--- config.mk ---
export PLATFORM = sky130hd
export DESIGN_NAME = sha224_hash_engine_core
export DESIGN_NICKNAME = d
export VERILOG_FILES = /design/src/sha224he_pkg.sv /design/src/sha224he_msg_sched.sv /design/src/sha224he_round.sv /design/src/sha224_hash_engine_core.sv
export VERILOG_INCLUDE_DIRS = /design/src /design/src/src
export SDC_FILE = /design/constraint.sdc
export NUM_CORES = 2
export LEC_CHECK = 0
export BUFFER_PORTS_ARGS = -buffer_cell sky130_fd_sc_hd__buf_4
export CAP_MARGIN = 20
export CELL_PAD_IN_SITES_DETAIL_PLACEMENT = 1
export CELL_PAD_IN_SITES_GLOBAL_PLACEMENT = 2
export CORE_ASPECT_RATIO = 1.75
export CORE_MARGIN = 8
export CORE_UTILIZATION = 41
export CTS_CLUSTER_SIZE = 25
export DETAILED_ROUTE_END_ITERATION = 7
export GPL_TIMING_DRIVEN = 0
export PLACE_DENSITY = 0.85
export SETUP_SLACK_MARGIN = 0.05
export SLEW_MARGIN = 20
export SYNTH_ARGS = -nofsm -noshare
export SYNTH_HDL_FRONTEND = slang
export SYNTH_SLANG_ARGS = --single-unit
--- constraint.sdc ---
create_clock -name clk -period 10.7 [get_ports clk]
set_clock_uncertainty 0.1 [all_clocks]
set_input_delay 0.535 -clock clk [delete_from_list [all_inputs] [get_ports clk]]
set_output_delay 0.535 -clock clk [all_outputs]
set_load 0.03 [all_outputs]
--- src/sha224_hash_engine_core_defines.svh ---
// Assertion macros shared by the SHA-224 engine RTL.
// Depends on nothing; files that assert include it and provide clk and arst_n.
`ifndef SHA224_HASH_ENGINE_CORE_DEFINES_SVH
`define SHA224_HASH_ENGINE_CORE_DEFINES_SVH

// same-cycle implication, checked out of reset
`define SHA_ASSERT_NOW(lbl, ante, cons, msg) \
	lbl: assert property (@(posedge clk) disable iff (!arst_n) (ante) |-> (cons)) \
		else $error(msg);

// next-cycle implication, checked out of reset
`define SHA_ASSERT_NEXT(lbl, ante, cons, msg) \
	lbl: assert property (@(posedge clk) disable iff (!arst_n) (ante) |=> (cons)) \
		else $error(msg);

`endif

--- src/sha224he_pkg.sv ---
// Types, constants and round functions of the SHA-224 engine.
// No dependencies; used by the round unit, the message schedule and the top level.
package sha224he_pkg;

	typedef logic [31:0] word_t;

	localparam logic [7:0]  PAD_BYTE      = 8'h80;
	localparam logic [5:0]  LEN_POS_LIMIT = 6'd56;
	localparam logic [5:0]  LAST_POS      = 6'd63;
	localparam logic [5:0]  LAST_ROUND    = 6'd63;
	localparam logic [2:0]  LAST_WORD_IDX = 3'd6;
	localparam logic [63:0] BYTE_BITS     = 64'd8;

	// control from the sequencer to the round unit
	typedef struct packed {
		logic load;    // working vars <= hash
		logic step;    // one compression round
		logic accum;   // hash += working vars
		logic reinit;  // hash <= initial value
	} rnd_ctl_t;

	// control from the sequencer to the block buffer / schedule
	typedef struct packed {
		logic        wr_byte;
		logic [5:0]  pos;
		logic [7:0]  byte_val;
		logic        wr_len;
		logic [63:0] len;
		logic        shift;
		logic        clear;
	} msg_ctl_t;

	function automatic word_t bsig0(input word_t x);
		return {x[1:0], x[31:2]} ^ {x[12:0], x[31:13]} ^ {x[21:0], x[31:22]};
	endfunction

	function automatic word_t bsig1(input word_t x);
		return {x[5:0], x[31:6]} ^ {x[10:0], x[31:11]} ^ {x[24:0], x[31:25]};
	endfunction

	function automatic word_t ssig0(input word_t x);
		return {x[6:0], x[31:7]} ^ {x[17:0], x[31:18]} ^ {3'b000, x[31:3]};
	endfunction

	function automatic word_t ssig1(input word_t x);
		return {x[16:0], x[31:17]} ^ {x[18:0], x[31:19]} ^ {10'd0, x[31:10]};
	endfunction

	function automatic word_t init_hash(input logic [2:0] idx);
		word_t r;
		case (idx)
			3'd0: r = 32'hc1059ed8;
			3'd1: r = 32'h367cd507;
			3'd2: r = 32'h3070dd17;
			3'd3: r = 32'hf70e5939;
			3'd4: r = 32'hffc00b31;
			3'd5: r = 32'h68581511;
			3'd6: r = 32'h64f98fa7;
			3'd7: r = 32'hbefa4fa4;
			default: r = '0;
		endcase
		return r;
	endfunction

	function automatic word_t round_k(input logic [5:0] idx);
		word_t r;
		case (idx)
			6'd0:  r = 32'h428a2f98; 6'd1:  r = 32'h71374491;
			6'd2:  r = 32'hb5c0fbcf; 6'd3:  r = 32'he9b5dba5;
			6'd4:  r = 32'h3956c25b; 6'd5:  r = 32'h59f111f1;
			6'd6:  r = 32'h923f82a4; 6'd7:  r = 32'hab1c5ed5;
			6'd8:  r = 32'hd807aa98; 6'd9:  r = 32'h12835b01;
			6'd10: r = 32'h243185be; 6'd11: r = 32'h550c7dc3;
			6'd12: r = 32'h72be5d74; 6'd13: r = 32'h80deb1fe;
			6'd14: r = 32'h9bdc06a7; 6'd15: r = 32'hc19bf174;
			6'd16: r = 32'he49b69c1; 6'd17: r = 32'hefbe4786;
			6'd18: r = 32'h0fc19dc6; 6'd19: r = 32'h240ca1cc;
			6'd20: r = 32'h2de92c6f; 6'd21: r = 32'h4a7484aa;
			6'd22: r = 32'h5cb0a9dc; 6'd23: r = 32'h76f988da;
			6'd24: r = 32'h983e5152; 6'd25: r = 32'ha831c66d;
			6'd26: r = 32'hb00327c8; 6'd27: r = 32'hbf597fc7;
			6'd28: r = 32'hc6e00bf3; 6'd29: r = 32'hd5a79147;
			6'd30: r = 32'h06ca6351; 6'd31: r = 32'h14292967;
			6'd32: r = 32'h27b70a85; 6'd33: r = 32'h2e1b2138;
			6'd34: r = 32'h4d2c6dfc; 6'd35: r = 32'h53380d13;
			6'd36: r = 32'h650a7354; 6'd37: r = 32'h766a0abb;
			6'd38: r = 32'h81c2c92e; 6'd39: r = 32'h92722c85;
			6'd40: r = 32'ha2bfe8a1; 6'd41: r = 32'ha81a664b;
			6'd42: r = 32'hc24b8b70; 6'd43: r = 32'hc76c51a3;
			6'd44: r = 32'hd192e819; 6'd45: r = 32'hd6990624;
			6'd46: r = 32'hf40e3585; 6'd47: r = 32'h106aa070;
			6'd48: r = 32'h19a4c116; 6'd49: r = 32'h1e376c08;
			6'd50: r = 32'h2748774c; 6'd51: r = 32'h34b0bcb5;
			6'd52: r = 32'h391c0cb3; 6'd53: r = 32'h4ed8aa4a;
			6'd54: r = 32'h5b9cca4f; 6'd55: r = 32'h682e6ff3;
			6'd56: r = 32'h748f82ee; 6'd57: r = 32'h78a5636f;
			6'd58: r = 32'h84c87814; 6'd59: r = 32'h8cc70208;
			6'd60: r = 32'h90befffa; 6'd61: r = 32'ha4506ceb;
			6'd62: r = 32'hbef9a3f7; 6'd63: r = 32'hc67178f2;
			default: r = '0;
		endcase
		return r;
	endfunction

endpackage

--- src/sha224he_msg_sched.sv ---
// Block buffer of the SHA-224 engine: byte packing, length insertion and
// the rolling 16-word message schedule. Depends on sha224he_pkg.
module sha224he_msg_sched import sha224he_pkg::*; (
	input  logic     clk,
	input  logic     arst_n,
	input  msg_ctl_t ctl,
	output word_t    w_cur
);

	word_t buf_q [16];
	word_t w_next;

	// W[t] = ssig1(W[t-2]) + W[t-7] + ssig0(W[t-15]) + W[t-16]
	assign w_next = buf_q[0] + ssig0(buf_q[1]) + buf_q[9] + ssig1(buf_q[14]);
	assign w_cur  = buf_q[0];

	always_ff @(posedge clk or negedge arst_n) begin
		if (!arst_n) begin
			for (int i = 0; i < 16; i++) buf_q[i] <= '0;
		end else if (ctl.clear) begin
			for (int i = 0; i < 16; i++) buf_q[i] <= '0;
		end else if (ctl.shift) begin
			for (int i = 0; i < 15; i++) buf_q[i] <= buf_q[i+1];
			buf_q[15] <= w_next;
		end else begin
			if (ctl.wr_byte) begin
				// big-endian lanes: byte 0 of a word lands in bits 31:24
				case (ctl.pos[1:0])
					2'd0: buf_q[ctl.pos[5:2]][31:24] <= ctl.byte_val;
					2'd1: buf_q[ctl.pos[5:2]][23:16] <= ctl.byte_val;
					2'd2: buf_q[ctl.pos[5:2]][15:8]  <= ctl.byte_val;
					2'd3: buf_q[ctl.pos[5:2]][7:0]   <= ctl.byte_val;
					default: buf_q[ctl.pos[5:2]][7:0] <= ctl.byte_val;
				endcase
			end
			if (ctl.wr_len) begin
				buf_q[14] <= ctl.len[63:32];
				buf_q[15] <= ctl.len[31:0];
			end
		end
	end

endmodule

--- src/sha224he_round.sv ---
// SHA-224 round unit: hash state, working variables and the shared round datapath.
// Depends on sha224he_pkg.
module sha224he_round import sha224he_pkg::*; (
	input  logic       clk,
	input  logic       arst_n,
	input  rnd_ctl_t   ctl,
	input  logic [5:0] rnd,
	input  word_t      w_cur,
	input  logic [2:0] out_idx,
	output word_t      out_word
);

	word_t hash_q [8];
	word_t wv_q   [8];
	word_t ch, maj, t1, t2;

	always_comb begin
		ch  = (wv_q[4] & wv_q[5]) ^ (~wv_q[4] & wv_q[6]);
		maj = (wv_q[0] & wv_q[1]) ^ (wv_q[0] & wv_q[2]) ^ (wv_q[1] & wv_q[2]);
		t1  = wv_q[7] + bsig1(wv_q[4]) + ch + round_k(rnd) + w_cur;
		t2  = bsig0(wv_q[0]) + maj;
	end

	assign out_word = hash_q[out_idx];

	always_ff @(posedge clk) begin
		if (ctl.load) begin
			for (int i = 0; i < 8; i++) wv_q[i] <= hash_q[i];
		end else if (ctl.step) begin
			wv_q[7] <= wv_q[6];
			wv_q[6] <= wv_q[5];
			wv_q[5] <= wv_q[4];
			wv_q[4] <= wv_q[3] + t1;
			wv_q[3] <= wv_q[2];
			wv_q[2] <= wv_q[1];
			wv_q[1] <= wv_q[0];
			wv_q[0] <= t1 + t2;
		end
	end

	always_ff @(posedge clk or negedge arst_n) begin
		if (!arst_n) begin
			for (int i = 0; i < 8; i++) hash_q[i] <= init_hash(3'(i));
		end else if (ctl.reinit) begin
			for (int i = 0; i < 8; i++) hash_q[i] <= init_hash(3'(i));
		end else if (ctl.accum) begin
			for (int i = 0; i < 8; i++) hash_q[i] <= hash_q[i] + wv_q[i];
		end
	end

endmodule

--- src/sha224_hash_engine_core.sv ---
// SHA-224 engine top level: transaction sequencer, bit counter and stream ports.
// Depends on sha224he_pkg, sha224he_msg_sched, sha224he_round and the defines header.
//
// Usage:
//  Input stream s_axis_*: one message byte per transaction in tdata[7:0];
//  tuser marks that the byte is valid (tuser = 0 with tlast = 1 ends the
//  message without a byte), tlast ends the message. tuser = 0, tlast = 0 is a no-op.
//  Output stream m_axis_*: seven digest words h0..h6, tuser = word position,
//  tlast on the seventh word.
//  Flow: a byte that does not complete a 64-byte block leaves the engine ready
//  for the next byte. A byte that completes a block is followed by the load,
//  64 rounds through the single round unit and the hash update. On tlast the
//  pad byte is written, then one extra block is compressed when the pad byte
//  lands at offset 56 or later, then the length words and the final block;
//  then the seven words are offered, one per cycle when m_axis_tready is high.
//  s_axis_tready is low from the cycle after a busy transaction until it ends.
//  A stalled receiver simply holds the current word; nothing is lost.
//  Reset: hash state to the SHA-224 initial value, buffer and counters to zero,
//  ready to accept in the first cycle after arst_n rises.
`include "sha224_hash_engine_core_defines.svh"
module sha224_hash_engine_core import sha224he_pkg::*; (
	input  logic        clk,
	input  logic        arst_n,
	input  logic        s_axis_tvalid,
	output logic        s_axis_tready,
	input  logic [7:0]  s_axis_tdata,   // [7:0] data_byte
	input  logic        s_axis_tuser,   // [0] has_byte
	input  logic        s_axis_tlast,   // last
	output logic        m_axis_tvalid,
	input  logic        m_axis_tready,
	output logic [31:0] m_axis_tdata,   // [31:0] digest_word
	output logic [2:0]  m_axis_tuser,   // [2:0] word_pos
	output logic        m_axis_tlast    // last_word
);

	localparam logic [2:0] ST_IDLE = 3'd0;
	localparam logic [2:0] ST_PAD  = 3'd1;
	localparam logic [2:0] ST_LEN  = 3'd2;
	localparam logic [2:0] ST_LOAD = 3'd3;
	localparam logic [2:0] ST_COMP = 3'd4;
	localparam logic [2:0] ST_FIN  = 3'd5;
	localparam logic [2:0] ST_OUT  = 3'd6;

	logic [2:0]  state_q, after_q;
	logic [5:0]  round_q, pos_q;
	logic [63:0] bit_cnt_q;
	logic [2:0]  out_idx_q;
	logic        in_acc, out_acc;
	msg_ctl_t    mctl;
	rnd_ctl_t    rctl;
	word_t       w_cur, out_word;

	assign s_axis_tready = (state_q == ST_IDLE);
	assign in_acc  = s_axis_tvalid && s_axis_tready;
	assign m_axis_tvalid = (state_q == ST_OUT);
	assign out_acc = m_axis_tvalid && m_axis_tready;
	assign m_axis_tdata  = out_word;
	assign m_axis_tuser  = out_idx_q;
	assign m_axis_tlast  = (out_idx_q == LAST_WORD_IDX);

	always_comb begin
		mctl          = '0;
		mctl.pos      = pos_q;
		mctl.byte_val = (state_q == ST_PAD) ? PAD_BYTE : s_axis_tdata;
		mctl.wr_byte  = (in_acc && s_axis_tuser) || (state_q == ST_PAD);
		mctl.wr_len   = (state_q == ST_LEN);
		mctl.len      = bit_cnt_q;
		mctl.shift    = (state_q == ST_COMP);
		mctl.clear    = (state_q == ST_FIN);

		rctl          = '0;
		rctl.load     = (state_q == ST_LOAD);
		rctl.step     = (state_q == ST_COMP);
		rctl.accum    = (state_q == ST_FIN);
		rctl.reinit   = out_acc && m_axis_tlast;
	end

	sha224he_msg_sched u_msg (
		.clk    (clk),
		.arst_n (arst_n),
		.ctl    (mctl),
		.w_cur  (w_cur)
	);

	sha224he_round u_round (
		.clk      (clk),
		.arst_n   (arst_n),
		.ctl      (rctl),
		.rnd      (round_q),
		.w_cur    (w_cur),
		.out_idx  (out_idx_q),
		.out_word (out_word)
	);

	always_ff @(posedge clk or negedge arst_n) begin
		if (!arst_n) begin
			state_q   <= ST_IDLE;
			after_q   <= ST_IDLE;
			round_q   <= '0;
			pos_q     <= '0;
			bit_cnt_q <= '0;
			out_idx_q <= '0;
		end else begin
			case (state_q)
				ST_IDLE: begin
					if (in_acc) begin
						if (s_axis_tuser) begin
							pos_q     <= pos_q + 6'd1;
							bit_cnt_q <= bit_cnt_q + BYTE_BITS;
						end
						if (s_axis_tuser && pos_q == LAST_POS) begin
							// block full: compress, then pad if this ended the message
							state_q <= ST_LOAD;
							after_q <= s_axis_tlast ? ST_PAD : ST_IDLE;
						end else if (s_axis_tlast) begin
							state_q <= ST_PAD;
						end
					end
				end
				ST_PAD: begin
					pos_q <= pos_q + 6'd1;
					if (pos_q >= LEN_POS_LIMIT) begin
						// no room for the length: flush this block first
						state_q <= ST_LOAD;
						after_q <= ST_LEN;
					end else begin
						state_q <= ST_LEN;
					end
				end
				ST_LEN: begin
					state_q <= ST_LOAD;
					after_q <= ST_OUT;
				end
				ST_LOAD: begin
					round_q <= '0;
					state_q <= ST_COMP;
				end
				ST_COMP: begin
					round_q <= round_q + 6'd1;
					if (round_q == LAST_ROUND) state_q <= ST_FIN;
				end
				ST_FIN: begin
					pos_q     <= '0;
					out_idx_q <= '0;
					state_q   <= after_q;
				end
				ST_OUT: begin
					if (out_acc) begin
						out_idx_q <= out_idx_q + 3'd1;
						if (out_idx_q == LAST_WORD_IDX) begin
							state_q   <= ST_IDLE;
							bit_cnt_q <= '0;
							pos_q     <= '0;
						end
					end
				end
				default: state_q <= ST_IDLE;
			endcase
		end
	end

	`SHA_ASSERT_NOW(a_out_blocks_in, m_axis_tvalid, !s_axis_tready,
		"input accepted while digest words are pending")
	`SHA_ASSERT_NOW(a_out_idx_range, m_axis_tvalid, out_idx_q <= LAST_WORD_IDX,
		"digest word position out of range")
	`SHA_ASSERT_NOW(a_out_pos_zero, state_q == ST_OUT, pos_q == '0,
		"byte position not cleared after final block")
	`SHA_ASSERT_NEXT(a_load_starts_rounds, state_q == ST_LOAD,
		state_q == ST_COMP && round_q == '0, "compression did not start at round zero")
	`SHA_ASSERT_NEXT(a_digest_done_clears, out_acc && m_axis_tlast,
		state_q == ST_IDLE && bit_cnt_q == '0, "engine not restored after digest")

endmodule

==> results.md <==
- Run status: complete, no violations
- CTS Root Cell: sky130_fd_sc_hd__clkbuf_16
- Final hold vios: 0
- Max-slew violation count: 0
- Final worst path period need: 10540 ps
- Routed via count: roughly 85000
- Number of antenna violations at the first check in global routing: 21
- Starting utilization of the core area: 41.21%
- Arrival time of data at the critical path endpoint: approximately 11000 ps
- Via-per-instance ratio: around 6.4
- Number of nets in the finished design: 11024
- Min-Delay Startpoint: s_axis_tuser
- Die Y-Extent: ~620 µm
- Cell row count: 220
- Highest clock frequency the design can meet: around 95 MHz
- Core Area: 205300 µm²
- DR DRC count: 0
- Ratio of cells with drive above 1 in the final layout: 7.430%
- Total iterations of the first detailed-routing run: 8
- Top-area cell type share of the netlist area: 21.29%
- Maximum fanout count along the critical path: 10
- Final wirelength: between 400000 and 500000 µm
- Worst skew pair latency: 850 ps
- Area taken by multi-input logic gates: 51680 µm²
- Post-synthesis cell type with the largest combined area: sky130_fd_sc_hd__dfrtp_1
- Number of enable-type register cells in the synthesized netlist: 256
- Total routing usage reported by global routing: 41.00%
- Most frequent cells in the layout: sky130_fd_sc_hd__nand2_1 (1805), sky130_fd_sc_hd__nor2_1 (934), sky130_fd_sc_hd__a21oi_1 (836), sky130_fd_sc_hd__o21ai_0 (814), sky130_fd_sc_hd__dfrtp_1 (716)
- Vias in the first global route: 91442
- Endpoint of the worst hold path: bit_cnt_q[3]
- Cell Area, Synth: 84630 µm²
- Final period utilization: 98.53%
- Most common cell after layout, fill and taps aside: sky130_fd_sc_hd__nand2_1
- Total of buffers placed on input and output ports: 51
- Async S/R FF share, synth: between 70% and 80%
- Overall overflow remaining after global route: 0
- First-pass GRT wire length: 660800 µm
- Sort of element at the end of the critical path: flip-flop
- Category of the worst setup path launch point: flip-flop
- Dominant register cell in the synthesized netlist: sky130_fd_sc_hd__dfrtp_1
- R2R Setup Slk: 160 ps
- Number of nets in the synthesized netlist: 10790
- Max-capacitance violation count: 0
- CP Data Required Time: 11280 ps
- Critical Path Max Stage Delay: 830 ps
- Ports: 52
- Syn_area_per_cell: 8.313 µm²
- Startpoint-to-endpoint class of the critical path: flip-flop to flip-flop
- Htree depth: 4
- Fin cells: 13195
- Width of the die: around 360 µm
- Area taken by flip-flops and latches: 29130 µm²
- Number of violations reported at the end of detailed-routing iteration 0: about 6400
- Dominant cells by area after synthesis: sky130_fd_sc_hd__dfrtp_1 (21%), sky130_fd_sc_hd__edfxtp_1 (9.1%), sky130_fd_sc_hd__nand2_1 (8.0%), sky130_fd_sc_hd__ha_1 (5.9%), sky130_fd_sc_hd__a21oi_1 (5.0%)
- Fraction of the core area covered by cells at the end of the flow: 45.97%
- Measured slew at the worst slew-check pin: approximately 1300 ps
- Worst r2r path cells: 37
- Number of cells on the worst hold path: 3
- HP Class: input port to flip-flop
- Average routed wire per standard cell: 35.42 µm
- Yosys warns: 0
- Number of instances in the placed design: 12922
- Place WS: -2664 ps
- FF-to-FF End: u_round.wv_q[0][31]
- Maximum number of pins on one net before global-route repair: 125
- Number of clock sinks seen by CTS: 1106
- Fillers: between 20000 and 25000
- TritonCTS clock tree: built
- Tightest slew margin relative to the limit: 14.63%
- Post-synthesis cell count: 10181
- Yosys cell types: 80
- Total clock buffers created by CTS: around 140
- Largest buffer count on any clock path: 4
- Antenna Violating Nets Remaining: 0
- Total die area: 221800 µm²
- Sequential element share of the synthesized area: 34.41%
- Area added between synthesis and finish: 11.53%
- Synthesized flop and latch total: 1106
- Clock slew seen by the registers of the worst setup and hold paths: roughly 70 ps
- Worst r2r src: round_q[4]
- Slowest stage cell, crit path: sky130_fd_sc_hd__clkdlybuf4s15_1
- Total of endpoints with negative setup slack in the final report: 0
- Slack of the critical path: 156.8 ps
- Routability congestion estimate from global placement: 1.062
- Hpwl dp: 370800 µm
[what timing repair did]
item	in CTS	in global routing
resized for setup	56	63
buffers inserted	6	10
pin swaps	3	7
endpoints found under the setup margin	44	12
endpoints found under the hold margin	111	0
hold buffers	3	0
[worst max-delay path by stage]
stage	end	cells past startpoint	from	slack, ps
global route	u_round.wv_q[0][31]	39	round_q[0]	-50
floorplan	u_round.wv_q[0][31]	40	round_q[1]	1590
detailed placement	u_round.wv_q[0][31]	38	round_q[1]	-2660
global placement	u_round.wv_q[0][30]	36	round_q[1]	-3120
CTS	u_round.wv_q[0][31]	36	round_q[3]	60
finish	u_round.wv_q[0][31]	37	round_q[4]	160
[layer usage]
metal / global-route usage (%) / wire (µm)
met1: 34.80 / 136000
met2: 72.37 / 230700
met3: 7.739 / 24310
met4: 51.88 / 76230
met5: 0 / 94
[cell families (layout without fill, tap and decap cells)]
logic type	after synthesis	count (layout)	synth area share (%)
multiplexers	139	139	2.753
buffers and inverters	1129	1460	5.010
adder cells (fa/ha/maj)	599	599	10.57
other	0	19	0
XOR/XNOR	613	613	6.376
AO/OA/AOI/OAI	3297	3297	24.86
AND/OR/NAND/NOR	3298	3298	16.02
flip-flops	1106	1106	34.41
[synthesized netlist by cell type, types with 42 or more instances]
master                        n
sky130_fd_sc_hd__a31oi_1     61
sky130_fd_sc_hd__nor2b_1     67
sky130_fd_sc_hd__nand2_1   1810
sky130_fd_sc_hd__xnor2_1    368
sky130_fd_sc_hd__o21bai_1    50
sky130_fd_sc_hd__o41ai_1    118
sky130_fd_sc_hd__dfrtp_1    720
sky130_fd_sc_hd__nand3_1    110
sky130_fd_sc_hd__o21ai_0    819
sky130_fd_sc_hd__nand2b_1    82
sky130_fd_sc_hd__dfstp_2    130
sky130_fd_sc_hd__inv_1      362
sky130_fd_sc_hd__a22oi_1    367
sky130_fd_sc_hd__and3_1      42
sky130_fd_sc_hd__buf_1       79
sky130_fd_sc_hd__o211ai_1    46
sky130_fd_sc_hd__mux2_2      60
sky130_fd_sc_hd__fa_1       195
sky130_fd_sc_hd__nor3_1      84
sky130_fd_sc_hd__nor2_1     943
sky130_fd_sc_hd__mux4_2      69
sky130_fd_sc_hd__a21oi_1    847
sky130_fd_sc_hd__ha_1       400
sky130_fd_sc_hd__o21a_1      69
sky130_fd_sc_hd__edfxtp_1   256
sky130_fd_sc_hd__clkbuf_1   681
sky130_fd_sc_hd__a221oi_1   146
sky130_fd_sc_hd__a21o_1     435
sky130_fd_sc_hd__xor2_1     243
[registers in the layout, summed over array words and instances (netlist names)]
signal / count
after_q: 3
bit_cnt_q: 61
m_axis_tuser: 3
pos_q: 6
round_q: 6
state_q: 3
u_msg.buf_q: 480
u_msg.w_cur: 32
u_round.hash_q: 256
u_round.wv_q: 256
[worst max-delay path, delay by kind of cell, from the launching register on]
kind	cells	cell delay, ps
DFF	1	360
and+or+nand+nor	3	370
adders and majority gates	7	2930
xor gates and xnor gates	1	230
buffers and inverters	10	2550
AOI/OAI and AO/OA	16	3860
[layout make-up]
type / count / share of cell area, %
Clock inverter: 46 / 0.5978
Multi-Input combinational cell: 7946 / 54.75
Tap cell: 2664 / 3.531
Clock buffer: 191 / 4.289
Timing Repair Buffer: 98 / 1.246
Inverter: 367 / 1.481
Antenna cell: 19 / 0.05037
Sequential cell: 1106 / 30.85
Buffer: 758 / 3.201
[metrics by stage]
stage | cell area, µm² | hold WS (ps) | setup TNS, ps
2_1_floorplan | 84630 | 139.4 | 0
4_1_cts | 93980 | 6.254 | 0
3_5_place_dp | 89130 | 373.4 | -55790
5_1_grt | 94370 | 39.90 | -45.40
3_3_place_gp | 88350 | 371.2 | -2192640
6_report | 94400 | 31.89 | 0
Power is left out: the tool's default activity adds up to more than one toggle a clock period on the data nets, which glitch-free logic cannot reach.
